## src/rtl/core/mfpq_pkg.sv

```systemverilog
`timescale 1ns / 1ps
`default_nettype none
// ----------------------------------------------------------------------------
// mfpq_pkg
// Shared types and constants of the meter fault persistence qualifier.
// ----------------------------------------------------------------------------
package mfpq_pkg;

  localparam int unsigned NUM_INPUT_FAULTS = 7;
  localparam int unsigned OUTAGE_CHANNEL   = 4;
  localparam int unsigned PHASE_BIT        = 7;
  localparam int unsigned CFG_COUNT        = 7;
  localparam int unsigned CFG_IDX_W        = 3;
  localparam int unsigned TRIP_W           = 16;
  localparam int unsigned MASK_W           = 8;
  localparam int unsigned FAIL_W           = 16;

  typedef logic [TRIP_W-1:0] trip_t;

  localparam trip_t TRIP_RESET [CFG_COUNT] = '{
    trip_t'(60), trip_t'(60), trip_t'(60), trip_t'(60),
    trip_t'(180), trip_t'(60), trip_t'(60)
  };

  typedef struct packed {
    logic hit;
    logic latch_nxt;
  } lane_status_t;

  typedef struct packed {
    logic [MASK_W-1:0] new_event_mask;
    logic [MASK_W-1:0] active_fault_mask;
    logic [FAIL_W-1:0] long_failure_count;
  } result_t;

endpackage

`default_nettype wire

```

## src/rtl/core/mfpq_lane.sv

```systemverilog
`timescale 1ns / 1ps
`default_nettype none
// ----------------------------------------------------------------------------
// mfpq_lane
// One fault channel: saturating persistence counter, trip compare and latch.
// ----------------------------------------------------------------------------
module mfpq_lane #(
  parameter int unsigned COUNT_WIDTH = 16
) (
  input  wire logic             clk,
  input  wire logic             rst_n,
  input  wire logic             advance,
  input  wire logic             flag,
  input  wire mfpq_pkg::trip_t  trip_time,
  output mfpq_pkg::lane_status_t status
);

  localparam int unsigned CMP_W =
    (COUNT_WIDTH > mfpq_pkg::TRIP_W) ? COUNT_WIDTH : mfpq_pkg::TRIP_W;

  logic [COUNT_WIDTH-1:0] cnt_r;
  logic [COUNT_WIDTH-1:0] cnt_nxt;
  logic [COUNT_WIDTH-1:0] cnt_inc;
  logic                   latch_r;
  logic                   latch_nxt;
  logic                   trip_hit;

  always_comb begin
    cnt_inc   = (cnt_r == '1) ? cnt_r : cnt_r + COUNT_WIDTH'(1);
    trip_hit  = flag && (CMP_W'(cnt_inc) >= CMP_W'(trip_time));
    cnt_nxt   = flag ? cnt_inc : '0;
    latch_nxt = flag && (latch_r || trip_hit);
    status.hit       = trip_hit && !latch_r;
    status.latch_nxt = latch_nxt;
  end

  always_ff @(posedge clk) begin
    if (!rst_n) begin
      cnt_r   <= '0;
      latch_r <= 1'b0;
    end else if (advance) begin
      cnt_r   <= cnt_nxt;
      latch_r <= latch_nxt;
    end
  end

endmodule

`default_nettype wire

```

## src/rtl/core/mfpq_merge.sv

```systemverilog
`timescale 1ns / 1ps
`default_nettype none
// ----------------------------------------------------------------------------
// mfpq_merge
// Combines the lane results with the phase reversal latch into the event and
// fault masks, and keeps the saturating count of long power failures.
// ----------------------------------------------------------------------------
module mfpq_merge (
  input  wire logic                   clk,
  input  wire logic                   rst_n,
  input  wire logic                   advance,
  input  wire logic                   phase_flag,
  input  wire mfpq_pkg::lane_status_t status [mfpq_pkg::NUM_INPUT_FAULTS],
  output mfpq_pkg::result_t           result
);

  logic                          phase_r;
  logic [mfpq_pkg::FAIL_W-1:0]   fail_cnt_r;
  logic [mfpq_pkg::FAIL_W-1:0]   fail_cnt_nxt;

  always_comb begin
    result.new_event_mask    = '0;
    result.active_fault_mask = '0;
    for (int i = 0; i < mfpq_pkg::NUM_INPUT_FAULTS; i++) begin
      result.new_event_mask[i]    = status[i].hit;
      result.active_fault_mask[i] = status[i].latch_nxt;
    end
    result.new_event_mask[mfpq_pkg::PHASE_BIT]    = phase_flag && !phase_r;
    result.active_fault_mask[mfpq_pkg::PHASE_BIT] = phase_flag;

    fail_cnt_nxt = fail_cnt_r;
    if (status[mfpq_pkg::OUTAGE_CHANNEL].hit && (fail_cnt_r != '1)) begin
      fail_cnt_nxt = fail_cnt_r + mfpq_pkg::FAIL_W'(1);
    end
    result.long_failure_count = fail_cnt_nxt;
  end

  always_ff @(posedge clk) begin
    if (!rst_n) begin
      phase_r    <= 1'b0;
      fail_cnt_r <= '0;
    end else if (advance) begin
      phase_r    <= phase_flag;
      fail_cnt_r <= fail_cnt_nxt;
    end
  end

endmodule

`default_nettype wire

```

## src/rtl/core/meter_fault_persistence_qualifier.sv

```systemverilog
`timescale 1ns / 1ps
`default_nettype none
// A request's result is written into the output queue when it is accepted.
// Throughput: one request per cycle while the output queue is not full; all fault lanes update in parallel.
// A two-entry output queue lets a request enter while a result still waits.
// Reset (synchronous, active low) clears counters, latches, the failure count
// and the queue, and loads the default trip times.
// ----------------------------------------------------------------------------
// meter_fault_persistence_qualifier
// Qualifies per-second fault flags by persistence and raises latch events.
// ----------------------------------------------------------------------------
module meter_fault_persistence_qualifier #(
  parameter int unsigned FAULT_CHANNELS = 7,
  parameter int unsigned COUNT_WIDTH    = 16
) (
  input  wire logic                            clk,
  input  wire logic                            rst_n,

  input  wire logic                            in_valid,
  output      logic                            in_ready,
  input  wire logic                            in_active_power_high,
  input  wire logic                            in_current_high,
  input  wire logic                            in_voltage_high,
  input  wire logic                            in_voltage_low,
  input  wire logic                            in_power_failed,
  input  wire logic                            in_frequency_high,
  input  wire logic                            in_frequency_low,
  input  wire logic                            in_phase_reversed,

  output      logic                            out_valid,
  input  wire logic                            out_ready,
  output      logic [mfpq_pkg::MASK_W-1:0]     out_new_event_mask,
  output      logic [mfpq_pkg::MASK_W-1:0]     out_active_fault_mask,
  output      logic [mfpq_pkg::FAIL_W-1:0]     out_long_failure_count,

  input  wire logic                            cfg_wr_en,
  input  wire logic [mfpq_pkg::CFG_IDX_W-1:0]  cfg_index,
  input  wire logic [mfpq_pkg::TRIP_W-1:0]     cfg_wdata
);

  mfpq_pkg::trip_t                trip_r [mfpq_pkg::CFG_COUNT];
  logic [mfpq_pkg::NUM_INPUT_FAULTS-1:0] in_flags;
  mfpq_pkg::lane_status_t         lane_status [mfpq_pkg::NUM_INPUT_FAULTS];
  mfpq_pkg::result_t              result;
  logic                           push;
  logic                           pop;

  mfpq_pkg::result_t              q0_r, q0_nxt;
  mfpq_pkg::result_t              q1_r, q1_nxt;
  logic [1:0]                     cnt_r, cnt_nxt;

  // Configuration registers.
  always_ff @(posedge clk) begin
    if (!rst_n) begin
      for (int i = 0; i < mfpq_pkg::CFG_COUNT; i++) begin
        trip_r[i] <= mfpq_pkg::TRIP_RESET[i];
      end
    end else if (cfg_wr_en && (32'(cfg_index) < mfpq_pkg::CFG_COUNT)) begin
      trip_r[cfg_index] <= cfg_wdata;
    end
  end

  assign in_flags = {in_frequency_low, in_frequency_high, in_power_failed,
                     in_voltage_low, in_voltage_high, in_current_high,
                     in_active_power_high};

  assign push = in_valid && in_ready;
  assign pop  = out_valid && out_ready;

  for (genvar g = 0; g < mfpq_pkg::NUM_INPUT_FAULTS; g++) begin : g_lane
    if (g < FAULT_CHANNELS) begin : g_used
      mfpq_lane #(
        .COUNT_WIDTH (COUNT_WIDTH)
      ) u_lane (
        .clk       (clk),
        .rst_n     (rst_n),
        .advance   (push),
        .flag      (in_flags[g]),
        .trip_time (trip_r[g]),
        .status    (lane_status[g])
      );
    end else begin : g_absent
      assign lane_status[g] = '0;
    end
  end

  mfpq_merge u_merge (
    .clk        (clk),
    .rst_n      (rst_n),
    .advance    (push),
    .phase_flag (in_phase_reversed),
    .status     (lane_status),
    .result     (result)
  );

  // Two-entry output queue; q0 is the head.
  always_comb begin
    q0_nxt  = q0_r;
    q1_nxt  = q1_r;
    cnt_nxt = cnt_r + 2'(push) - 2'(pop);
    if (pop) begin
      q0_nxt = (cnt_r == 2'd2) ? q1_r : result;
    end else if (cnt_r == 2'd0) begin
      q0_nxt = result;
    end
    if (push && (cnt_r == 2'd1) && !pop) begin
      q1_nxt = result;
    end
  end

  always_ff @(posedge clk) begin
    if (!rst_n) begin
      cnt_r <= 2'd0;
    end else begin
      cnt_r <= cnt_nxt;
    end
  end

  always_ff @(posedge clk) begin
    q0_r <= q0_nxt;
    q1_r <= q1_nxt;
  end

  assign in_ready               = (cnt_r != 2'd2);
  assign out_valid              = (cnt_r != 2'd0);
  assign out_new_event_mask     = q0_r.new_event_mask;
  assign out_active_fault_mask  = q0_r.active_fault_mask;
  assign out_long_failure_count = q0_r.long_failure_count;

  a_cnt_range: assert property (@(posedge clk) disable iff (!rst_n)
    cnt_r != 2'd3)
    else $error("output queue count out of range");

  a_full_has_output: assert property (@(posedge clk) disable iff (!rst_n)
    !in_ready |-> out_valid)
    else $error("queue full with no valid output");

  a_event_is_latched: assert property (@(posedge clk) disable iff (!rst_n)
    out_valid |-> ((out_new_event_mask & ~out_active_fault_mask) == '0))
    else $error("event raised for a fault that is not latched");

  a_fail_count_monotonic: assert property (@(posedge clk) disable iff (!rst_n)
    push |=> (result.long_failure_count >= $past(result.long_failure_count)))
    else $error("long failure count decreased");

endmodule

`default_nettype wire

```

## config.mk

```make
export PLATFORM = sky130hd
export DESIGN_NAME = meter_fault_persistence_qualifier
export DESIGN_NICKNAME = d
export VERILOG_FILES = /design/src/rtl/core/mfpq_pkg.sv /design/src/rtl/core/mfpq_lane.sv /design/src/rtl/core/mfpq_merge.sv /design/src/rtl/core/meter_fault_persistence_qualifier.sv
export SDC_FILE = /design/constraint.sdc
export NUM_CORES = 1
export LEC_CHECK = 0
export BUFFER_PORTS_ARGS = -buffer_cell sky130_fd_sc_hd__buf_2
export CORE_MARGIN = 2
export CORE_UTILIZATION = 28
export CTS_CLUSTER_DIAMETER = 40
export DETAILED_ROUTE_END_ITERATION = 6
export SYNTH_ARGS = -nofsm -noshare
export SYNTH_HDL_FRONTEND = slang
export SYNTH_HIERARCHICAL = 1
export SYNTH_SLANG_ARGS = --single-unit
```

## constraint.sdc

```tcl
create_clock -name clk -period 5.5 [get_ports clk]
set_clock_uncertainty 0.05 [all_clocks]
set_input_delay 0.275 -clock clk [delete_from_list [all_inputs] [get_ports clk]]
set_output_delay 0.275 -clock clk [all_outputs]
set_load 0.05 [all_outputs]
```

# [Yosys cells after proc, flatten, opt, wreduce, memory -nomap -nowiden]
# Memories as Yosys holds them, arrays and structs flattened.
# Cells that the tools add are included.
[totals] ff_bits=202 ram_bits=112 inputBits=32 output_inout_bits=34 memories=1
[classes] addsub=10 n_lt_le_gt_ge=8 n_eq_ne=11 n_mux=25 reduce_logical=48
[mem_list] memory="trip_r" words=7 word_bits=16 read_ports=7 rd_ports_with_merged_regs=0 write_ports=7 line="meter_fault_persistence_qualifier.sv:41" source="mfpq_pkg::trip_t trip_r [mfpq_pkg::CFG_COUNT];"
[ops] cell="2-to-1 mux 16 bit" count=16
[ops] cell="adder 16 x 1 -> 16 bit (second input constant)" count=8
[ops] cell="== test 16 bit (second input constant)" count=7
[ops] cell="greater-or-equal comparator 16 bit" count=7
[ops] cell="2-to-1 mux 32 bit" count=3
[ops] cell="logical AND 1 bit" count=28
[ops] cell="!= test 16 bit (second input constant)" count=1
[ops] cell="OR reduction 16 bit" count=1
[ops] cell="logical NOT 1 bit" count=9
[ops] cell="logical OR 1 bit" count=7
[ops] cell="2-to-1 mux 1 bit" count=5
[ops] cell="nonzero test 2 bit" count=2
[ops] cell="less-than comparator 3 bit (second input constant)" count=1
[ops] cell="2-to-1 mux 3 bit" count=1
[ops] cell="adder 2 x 1 -> 2 bit" count=1
[ops] cell="== test 2 x 1 -> 1 bit (second input constant)" count=1
[ops] cell="== test 2 bit (second input constant)" count=1
[ops] cell="logical NOT 2 bit" count=1
[ops] cell="!= test 2 bit (second input constant)" count=1
[ops] cell="subtractor 2 x 1 -> 2 bit" count=1

# [Logic depth before layout (Yosys ltp)]
# Gate-level depths: netlist of run 1.
[logic_depth] ltp_word=9 depth_mapped=18 depth_no_buf=15

# [Cells and area by module]
# Netlist of run 1, hierarchy kept.
[by_module_without_submodules] mod="mfpq_lane at g_lane[0].g_used.u_lane ..." instances=6 cells_per_inst=220 area_each_um2=1690.4
[by_module_without_submodules] mod="meter_fault_persistence_qualifier" instances=1 cells_per_inst=427 area_each_um2=6787.8
[by_module_without_submodules] mod="mfpq_lane at g_lane[2].g_used.u_lane" instances=1 cells_per_inst=204 area_each_um2=1597.8
[by_module_without_submodules] mod="mfpq_merge" instances=1 cells_per_inst=158 area_each_um2=1290.0

# [Worst setup path after synthesis of run 1]
# No wires, ideal clock.
[synth_path] path_type="flip-flop to flip-flop" from="register g_lane[4].g_used.u_lane.cnt_r[6]" to="register q0_r (netlist bit out_long_failure_count[10]) (data pin)" setup_ns=0.260 t_arrival_ns=4.342 required_ns=5.190 path_slack_ns=0.848 path_stages_with_launch=17 path_cell_list="dfxtp_1 -> buf_2 -> nand4_1 -> nor4_2 -> and3_1 -> mux2_2 -> ha_1 -> nand4_1 -> or4_1 -> o32a_1 -> a211oi_2 -> nand4_1 -> or3_1 -> clkbuf_2 -> nor3b_1 -> xor2_1 -> mux2_2"
[synth_rtl] element="start, declared" line="mfpq_lane.sv:21" source="logic [COUNT_WIDTH-1:0] cnt_r;"
[synth_rtl] element="start signal, assigned" line="mfpq_lane.sv:42" source="cnt_r <= cnt_nxt;"
[synth_rtl] element="end signal, assigned" line="meter_fault_persistence_qualifier.sv:120" source="q0_r <= q0_nxt;"
[synth_rtl] element="end, declared" line="meter_fault_persistence_qualifier.sv:48" source="mfpq_pkg::result_t q0_r, q0_nxt;"

==> summary by stage, run 1 <==
Global route
The via count of the first global-routing pass was 16000. The maximum number of pins on one net before global-route repair is 71. The total routing resource utilization after global routing is 14.4%. The global routing met2 resource utilization is 22.5%. Global routing consumed, on the met1 layer, 19.6% of the routing resources. The busiest layer in global routing is met2.

The number of antenna violations at the first check in global routing is 6. The first global-routing pass estimated 86.7 mm of wire. For this run, global-route usage on met3 was measured as 3.17%. The total grt overflow is 0.

Logic synthesis
The most used flip-flop cell after synthesis is edfxtp_1. The async set or reset register ratio after synthesis is 0%. By area the synthesized netlist is led by edfxtp_1 (24%), dfxtp_1 (16%), ha_1 (7.7%), nor3_1 (3.1%), mux2_2 (3.1%). The mean post-synth cell area is 9.40 µm².

The count of different cell masters after synthesis is 84. In this run, synthesis inferred 160 flip-flops with an integrated enable. The sequential element share of the synthesized area is 39.8%. The synthesized design contains 314 register bits. The post-synth design cell area is 19800 µm². The number of instances in the synthesized netlist is 2109. When the netlist entered floorplanning its net count stood at 2263. The Yosys step of the flow raised 6 warnings. After synthesis, the largest area contributor takes up 24.2% of total cell area. The cell taking the most area after synthesis is edfxtp_1.

Placement
The cell count after placement is 2982. The wire-length estimate of the detail-placed layout is 37.7 mm. The area after detailed placement is 20600 µm². At the end of routability-driven placement, the weighted congestion stood at 0.899.

The count of buffers added on input and output ports is 65. The pre-CTS setup slack is 174 ps.

CTS
The buffer type at the clock tree root is clkbuf_16. The later pin in the worst-skew pair is clocked with a latency of 600 ps. In this run the number of H-tree levels came out at 2. The clock passes through at most 3 buffers. The TritonCTS sink count is 314. Once the clock tree was built, the setup fixing pass inserted 0 buffers. TritonCTS built the clock tree. The total CTS buffers is 51.

After clock tree synthesis, the clock-pin slew on the worst setup and hold paths is 60 ps.

Timing
The least setup slack across all paths after layout is 341 ps. For this run, the top clock speed supported by timing is 0.194 GHz. The setup TNS is 0 ps. The final-layout worst hold slack is 56.3 ps. The final count of pins violating max slew is 0. The final critical-path share of the clock period is 93.8%.

Setup repair after global routing left no endpoint under its margin. The headroom to the max-slew limit is 27.9%. Setup violations remaining at the end of the flow were counted as 0. The final-report hold violation count is 0. For the pin with the worst max-slew slack, the measured transition is 1080 ps. The final period demand of the worst path is 5160 ps.

Layout
The library cells used most frequently in the layout, excluding fill and tap cells, are inv_1 (160), edfxtp_1 (160), dfxtp_1 (154), nand2_1 (132). At the end of the flow the core is filled with cells to 32.2%. Cells with a size suffix above 1 make up 14.0% of the layout. The post-route standard cell area excluding fillers is 22600 µm². At the end of the flow, the number of nets in the layout was 2268. The filler cell count in the final layout is 7176. The number of antenna cells inserted is 0. The count of cells in the finished layout, fillers not included, comes to 3097. The area growth from synthesis to layout is 13.9%.

Pwr
Overall power consumption after layout is estimated at 7.24 mW. The leakage dissipation is 8.62 nW. The combinational share of power is 15.3%. The power density over cell area is 321 nW/µm². The internal power component is 5.00 mW. The reported net switching power is 2.25 mW. The clock group share of total power is 46.8%.

VDD sags by at most 0.315 mV. The switching power as a share of total power is 31.0%. Per report_power, the sequential group accounts for 38.0% of the total.

Floorplan
The starting density of the core is 28.3%. The die footprint is 72900 µm². The vertical die dimension is 270 µm. After floorplanning, the core was sized to cover 70000 µm². For this design the top-level I/O count stands at 66.

The die width is 270 µm. The number of cell rows is 97.

Min path
The type of the most critical hold path is input pin to flip-flop. The cell count of the worst hold path is 2.

Route
In the routed design, unresolved DRC markers number 0. The routed layout has 16800 vias. The number of vias per cell is 5.41. In the final routed layout, each cell accounts on average for 17.3 µm. Before antenna repair, the detailed router went through 7 iterations.

The final antenna-violating net count is 0. The overall routed net length is 53.7 mm. For this block, the initial DRC count from the detailed router was 1458.

Setup path
The worst setup path is captured at a flip-flop. The required time of the worst setup path is 5800 ps. The setup slack of the worst register-to-register path is 340 ps.

Of all nets on the critical path, the largest fanout is 7. The worst endpoint data arrival time is 5460 ps. The category of the critical setup timing path is flip-flop to flip-flop.

The number of cells traversed by the worst register-to-register path is 15. The type of element launching the critical path is a flip-flop.

Flow run
The number of violations of the max-capacitance limit is 0.

Run status
The flow ran to the end, and the final reports show no timing, DRC or antenna violations.
==> power groups by stage <==
| stage | Sequential (mW) | Clock, mW | Combinational (mW) |
|---|---|---|---|
| 6_report | 2.75 | 3.39 | 1.10 |
| 5_1_grt | 2.77 | 3.58 | 1.18 |
| 4_1_cts | 2.76 | 3.47 | 1.11 |
| 3_5_place_dp | 2.80 | 0 | 1.09 |
| 3_3_place_gp | 2.80 | 0 | 1.08 |
| 2_1_floorplan | 3.13 | 0 | 0.435 |
==> cells by family after synthesis <==
logic type | after synthesis | share of synthesized area (%)
muxes | 64 | 3.62
AOI/OAI and AO/OA | 480 | 17.4
DFF | 314 | 39.8
adders and majority gates | 122 | 7.70
and+or+nand+nor | 750 | 20.7
buffers and inverters | 307 | 7.59
xor gates and xnor gates | 72 | 3.25
==> cell usage after synthesis (30+ instances only) <==
cell      number
edfxtp_1     160
inv_1        160
dfxtp_1      154
nand2_1      132
ha_1         122
nor3_1       122
nand3_1      113
nor2_1       104
a21oi_1       86
o21ai_0       76
buf_2         58
mux2_2        54
and3_1        42
xor2_1        41
nand4_1       34
o21a_1        34
o211ai_1      33
a31oi_1       32
buf_4         30
xnor2_1       30
==> metal layers <==
layer,wire length (µm),part of all wire (%)
met2,23800,44
met1,24800,46
met4,1490,2.8
met3,3630,6.8
met5,81,0.15
==> flip-flops by register name, summed over array words and instances, names as in the netlist <==
| signal | count |
|---|---|
| q1_r | 32 |
| g_lane.g_used.u_lane/latch_r | 7 |
| cnt_r | 2 |
| g_lane.g_used.u_lane/cnt_r | 112 |
| u_merge/fail_cnt_r | 16 |
| trip_r | 112 |
| out_new_event_mask | 8 |
| out_active_fault_mask | 8 |
| u_merge/phase_r | 1 |
| out_long_failure_count | 16 |
==> path summary, 6_finish.rpt <==
kind | start | to
setup reg to reg | g_lane[4].g_used.u_lane/cnt_r[0] | out_long_failure_count[10]
setup / recovery | g_lane[4].g_used.u_lane/cnt_r[0] | out_long_failure_count[10]
hold / removal | cfg_wdata[2] | trip_r[4][2]
hold reg to reg | trip_r[6][14] | trip_r[6][14]
==> worst max-delay path: stages, from the launching register on <==
cell and delay (ps):
dfxtp_1 480, ha_1 260, and4_1 380, nand3_1 260, nor2_1 190, mux2_2 350, ha_1 300, nand4_1 90
or4_1 530, o32a_1 370, a211oi_4 410, nand4_1 170, or3_1 430, nor3b_1 250, xor2_1 120, mux2_2 270
==> layout make-up <==
type | instances | area (µm²) | area share [%]
Clock buffer | 59 | 1390 | 6.16
Clock inverter | 37 | 429 | 1.90
Sequential cell | 314 | 7890 | 34.9
Tap cell | 940 | 1180 | 5.21
Inverter | 161 | 604 | 2.68
Timing Repair Buffer | 98 | 648 | 2.87
Multi-Input combinational cell | 1488 | 10400 | 46.3
==> repair_timing <==
item,CTS,global route
endpoints found under the setup margin,0,8
hold endpoints to repair,30,0
hold buffers,19,0
gates resized for setup,0,1
Note: power is estimated with default switching activity, not from simulation.
==> inputs of run 2 (changes only) <==
CORE_ASPECT_RATIO = 0.7   (was not set)
==> run 2 against run 1 <==
  * Fmax grew 0.59%
  * Register-to-register slack gained 30 ps
  * Total power shrank 0.63%
  * Global-route usage grew 0.13 points
  * Combinational power is essentially flat
  * Critical path depth shrank 1
  * Sequential share of layout area grew 0.11 points
==> summary by stage, run 2 (same netlist as run 1, synthesis figures left out) <==
Run status
The flow ran to the end, and the final reports show no timing, DRC or antenna violations.

CTS
The number of setup buffers added after CTS came to 0 (unchanged). The maximum clock insertion buffer count is 3 (unchanged). The clock latency at the later pin of the worst-skew pair is 590 ps (about the same).

The maximum level of the CTS H-tree is 2 (unchanged). The total CTS buffers came to 51 (unchanged). The post-CTS clock slew at the launch and capture registers of the worst setup and hold paths is 60 ps (about the same). The buffer type at the clock tree root is clkbuf_16.

The TritonCTS sink count was 314 (unchanged). TritonCTS built the clock tree.

Placement
The pre-CTS setup slack is 396 ps (+223 ps). The routability congestion estimate from global placement was 0.900 (about the same). The placed wire-length estimate is 38.7 mm (+2.8%). The number of input and output port buffers inserted is 65 (unchanged).

Floorplan
The area of the core region was 69900 µm² (-0.14%). The starting density of the core is 28.3% (+0.040 points). The die width is 322 µm (+19%). The die footprint came to 73000 µm² (about the same). The vertical die dimension was 227 µm (-16%). The top-level port count was 66 (unchanged).

The number of cell rows is 81 (-16%).

Min path
In this run the worst hold path is classified as input pin to flip-flop.

Route
The overall routed net length was 53.8 mm (+0.15%). The number of vias per cell came to 5.41 (about the same). The average routed wire per standard cell is 17.5 µm (+1.0%). The final antenna-violating net count is 0 (unchanged). The overall via count from detail_route is 16600 (-0.85%). The detailed-route DRC error count is 0 (unchanged). The number of iterations in the first detailed-routing pass is 5 (-2). The count of routing violations after the opening detailed-route iteration is 1569 (+7.6%).

Setup path
The delay of the slowest cell on the worst path is 530 ps (about the same). The worst endpoint data arrival time is 5420 ps (-40 ps). STA classifies the critical path endpoint as a flip-flop. The required time of the worst setup path was 5790 ps (about the same). The type of element launching the critical path is a flip-flop. The critical path is of the flip-flop to flip-flop type. On the critical path, the stage with the largest delay is an instance of nor4_2.

The critical path goes through nand4_1 -> nor4_2 -> and3_1 -> mux2_2 -> ha_1 -> nand4_1 -> or4_1 -> o32a_1 -> a211oi_4 -> nand4_1 -> nor2_1 -> nand4_1 -> xnor2_1 -> mux2_1. The most frequent cell on the critical path is nand4_1. The largest driver fanout on the critical path came to 8 (+1).

Layout
The filler cell count in the final layout is 7201 (+0.35%). The number of nets in the layout is 2268 (unchanged). The number of antenna cells inserted came to 0 (unchanged). The share of layout cells above drive strength 1 is 14.0% (unchanged). The largest registers in the layout are g_lane.g_used.u_lane/cnt_r x112, trip_r x112, q1_r x32. In the layout the commonest cells are inv_1 (160), edfxtp_1 (160), dfxtp_1 (154), nand2_1 (132). The area growth from synthesis to layout is 13.6%.

Timing
The headroom to the max-slew limit is 28.1% (+0.19 points). Setup repair after global routing left no endpoint under its margin. The final critical-path share of the clock period is 93.3% (-0.55 points). The final period demand of the worst path is 5130 ps (-30.2 ps). The final count of pins violating max slew is 0 (unchanged). The number of setup violations in the final report is 0 (unchanged). The measured slew at the worst slew-check pin is 1080 ps (-2.89 ps).

The achievable frequency is 0.195 GHz (+0.59%). The least setup slack across all paths after layout was 371 ps (+30.2 ps). The final-report hold violation count is 0 (unchanged). The setup TNS is 0 ps (unchanged).

Global route
The via count of the first global-routing pass is 15700 (-2.0%). The maximum number of pins on one net before global-route repair was 67 (-5.6%). The total routing resource utilization after global routing was 14.5% (+0.13 points). The total grt overflow came to 0 (unchanged). The wire length of the first global-routing pass is 85.7 mm (-1.1%). The number of antenna violations at the first check in global routing was 1 (-5).

Pwr
The leakage dissipation is 8.62 nW (about the same). The power density over cell area is 320 nW/µm² (-0.32%). The peak ir drop on the vdd network is 0.234 mV (-26%).

Flow run
The number of violations of the max-capacitance limit came to 0 (unchanged).
[run 2: power by group]
part	internal, mW	switching [mW]	total [mW]
combinational	0.266	0.847	1.11
clock	2.04	1.30	3.34
sequential	2.67	0.0820	2.75
total	4.97	2.23	7.20
[run 2: final timing paths]
kind	start	to	slack [ps]	cells after the start
worst max-delay path	g_lane[4].g_used.u_lane/cnt_r[7]	out_long_failure_count[11]	370	14
worst min-delay path	in_power_failed	g_lane[4].g_used.u_lane/cnt_r[1]	30	3
worst max register to register	g_lane[4].g_used.u_lane/cnt_r[7]	out_long_failure_count[11]	370	14
worst min register to register	trip_r[6][6]	trip_r[6][6]	420	2
[run 2: layer usage]
metal | share of wire (%) | track usage, %
met1 | 47 | 21.1
met2 | 43 | 22.3
met3 | 6.9 | 2.26
met4 | 2.1 | 4.01
met5 | 0 | 0
[run 2: critical path: cells and delay by family (launching register included)]
family                   cells  cell delay [ps]
adder cells (fa/ha/maj)      1              320
multiplexers                 2              670
flip-flops                   1              480
XOR/XNOR                     1              170
AO/OA/AOI/OAI                2              730
AND/OR/NAND/NOR              8             2450
[run 2: timing repair]
action / in CTS / in global routing
hold buffers: 18 / 0
resized for setup: 0 / 2
endpoints found under the hold margin: 29 / 0
endpoints found under the setup margin: 0 / 4
[run 2: layout make-up]
type                            instances  area, µm²  area share, %
Multi-Input combinational cell       1488      10400           46.4
Sequential cell                       314       7890           35.0
Clock buffer                           54       1290           5.72
Tap cell                              913       1140           5.07
Timing Repair Buffer                   98        633           2.81
Inverter                              161        604           2.68
Clock inverter                         42        512           2.27
[run 2: per-stage QoR]
| step | power (mW) | area [µm²] | cells | hold slack, ps | util [%] |
|---|---|---|---|---|---|
| final | 7.20 | 22500 | 3070 | 33.3 | 32.2 |
| after global routing | 7.48 | 22500 | 3070 | 34.5 | 32.2 |
| after CTS | 7.30 | 22500 | 3070 | 3.68 | 32.2 |
| after detailed placement | 3.91 | 20500 | 2956 | 411 | 29.4 |
| after global placement | 3.89 | 20500 | 2956 | 407 | 29.4 |
| after floorplan | 3.57 | 19800 | 2109 | 356 | - |
==> inputs of run 3 (changes only) <==
clock period = 4.4 ns   (was 5.5 ns; I/O delays follow)
==> run 3 against run 2 <==
  * The run now ends with setup timing left
  * Via count increased by 3.8%
  * Setup slack got worse by 610 ps
  * Final area up 4.0%
  * Sequential power is 25% higher
  * Cell count increased by 3.3%
  * Wire length up 8.2%
  * Hold slack gained 12 ps
  * Flip-flop and latch count unchanged
  * Sequential share of layout area down 1.3 points
  * Clock power increased by 10%
  * Total power increased by 19%
  * Largest cell class unchanged
==> summary by stage, run 3 (same netlist as run 1, synthesis figures left out) <==
Run status
The flow ran to the end, but the final reports show violations. The final reports fail on setup timing.

CTS
TritonCTS built the clock tree. Clock tree synthesis selected as its root buffer the cell clkbuf_16. The total CTS buffers was 47 (-7.8%).

The maximum clock insertion buffer count is 3 (unchanged). The TritonCTS sink count came to 314 (unchanged). The post-CTS clock slew at the launch and capture registers of the worst setup and hold paths is 60 ps (about the same). The maximum level of the CTS H-tree is 2 (unchanged). The clock latency at the later pin of the worst-skew pair is 590 ps (about the same).

Layout
The largest registers in the layout are g_lane.g_used.u_lane/cnt_r x112, trip_r x112, q1_r x32. The library cell used most frequently in the layout, excluding fill and tap cells, is edfxtp_1. The number of nets in the layout was 2368 (+4.4%). The share of layout cells above drive strength 1 is 19.5% (+5.5 points). The area growth from synthesis to layout is 18.1%. In the layout the commonest cells are edfxtp_1 (160), inv_1 (159), dfxtp_1 (151), nand2_1 (131), ha_1 (119). The filler cell count in the final layout is 7129 (-1.0%).

The utilization of the core after routing is 33.5% (+1.3 points).

Route
The overall routed net length came to 58.2 mm (+8.2%). The number of vias per cell is 5.44 (+0.53%). The average routed wire per standard cell is 18.4 µm (+4.8%). The number of iterations in the first detailed-routing pass is 6 (+1). The final antenna-violating net count is 0 (unchanged). The count of routing violations after the opening detailed-route iteration was 1477 (-5.9%). The detailed-route DRC error count is 0 (unchanged). The overall via count from detail_route is 17300 (+3.8%).

Floorplan
The top-level port count is 66 (unchanged). The area of the core region was 69900 µm² (unchanged). The starting density of the core is 28.3% (unchanged).

The die footprint is 73000 µm² (unchanged). The number of cell rows came to 81 (unchanged). The die width was 322 µm (unchanged). The vertical die dimension came to 227 µm (unchanged).

Global route
The via count of the first global-routing pass came to 16500 (+5.2%). The wire length of the first global-routing pass is 91.6 mm (+6.8%). The number of antenna violations at the first check in global routing is 7 (+6). The total routing resource utilization after global routing came to 15.7% (+1.1 points). The total grt overflow is 0 (unchanged). The maximum number of pins on one net before global-route repair is 66 (-1.5%).

Timing
The number of setup violations in the final report is 21 (+21). The final-layout worst hold slack is 45.3 ps (+12.1 ps). The achievable frequency is 0.216 GHz (+11%). The final-report hold violation count is 0 (unchanged). The measured slew at the worst slew-check pin is 1370 ps (+292 ps).

The headroom to the max-slew limit came to 7.81% (-20 points). The final period demand of the worst path is 4640 ps (-490 ps). The least setup slack across all paths after layout is -239 ps (-610 ps). The setup TNS is -1750 ps (-1750 ps). The final count of pins violating max slew is 0 (unchanged). The final critical-path share of the clock period is 105% (+12 points).

Setup repair after global routing could not meet its margin everywhere.

Pwr
The total power of the final layout was 8.53 mW (+19%). The leakage dissipation was 9.04 nW (+5.0%). The power density over cell area is 365 nW/µm² (+14%).

The peak ir drop on the vdd network was 0.241 mV (+3.1%).

Placement
The number of input and output port buffers inserted is 65 (unchanged). The pre-CTS setup slack is -427 ps (-823 ps). The placed wire-length estimate is 41.6 mm (+7.5%). The routability congestion estimate from global placement is 0.913 (+1.5%).

Setup path
STA classifies the critical path startpoint as a flip-flop. The worst endpoint data arrival time was 4920 ps (-500 ps). The category of the critical setup timing path is flip-flop to flip-flop. The largest driver fanout on the critical path is 6 (-2). The required time of the worst setup path is 4680 ps (-1110 ps). The endpoint kind of the worst setup timing path is a flip-flop.

Flow run
The number of violations of the max-capacitance limit is 0 (unchanged).

Min path
The worst hold path belongs to the class input pin to flip-flop.
-- run 3: path summary, 6_finish.rpt --
path | start | endpoint | slack (ps) | cells after the start
worst max-delay path | g_lane[4].g_used.u_lane/cnt_r[1] | out_long_failure_count[10] | -240 | 17
worst max register to register | g_lane[4].g_used.u_lane/cnt_r[1] | out_long_failure_count[10] | -240 | 17
worst min register to register | trip_r[6][7] | trip_r[6][7] | 420 | 2
worst min-delay path | cfg_wdata[4] | trip_r[5][4] | 50 | 2
-- run 3: per-layer routing --
layer / share of wire [%] / routed length [µm] / vias to the layer above / global-route usage (%)
met5: 0.041 / 24 / - / 0
li1: - / - / 8141 / -
met1: 47 / 27500 / 8272 / 23.2
met2: 41 / 24000 / 726 / 22.5
met3: 8.6 / 5030 / 113 / 3.00
met4: 2.8 / 1650 / 4 / 5.34
-- run 3: final cells by class --
type                       count  area, µm²  share of cell area (%)
clock inverter                40        340                    1.45
multi-input combinational   1489      10800                    46.0
tap                          913       1140                    4.88
inverter                     161        607                    2.59
sequential                   314       7900                    33.8
timing repair buffer         201       1450                    6.21
clock buffer                  48       1180                    5.04
antenna                        4       10.0                  0.0428
-- run 3: metrics by stage --
stage	std cells	instance area, µm²
finish	3170	23400
global route	3168	23400
CTS	3159	23200
detailed placement	3038	21200
global placement	3038	21200
floorplan	2109	19900
-- run 3: repair_timing --
action | in CTS | in global routing
hold buffers | 21 | 0
gates resized for setup | 30 | 33
setup buffers | 12 | 6
pin swaps | 23 | 18
endpoints found under the hold margin | 40 | 0
endpoints found under the setup margin | 31 | 36
cloned | 0 | 1
-- run 3: report_power, final --
part / switching, mW / internal (mW)
Sequential: 0.102 / 3.33
Combinational: 1.06 / 0.354
Clock: 1.64 / 2.05
-- run 3: critical path, stage by stage (launching register included) --
cell and delay (ps):
dfxtp_4 370, ha_4 130, and4_4 280, buf_6 130, nand2_8 60, o21a_1 200, xor2_1 150, ha_1 310
nand4_1 120, or4_1 550, o32a_1 420, a211oi_4 280, buf_12 160, nand4_1 160, or3_4 420, nor3b_2 230
xor2_1 100, mux2_4 260
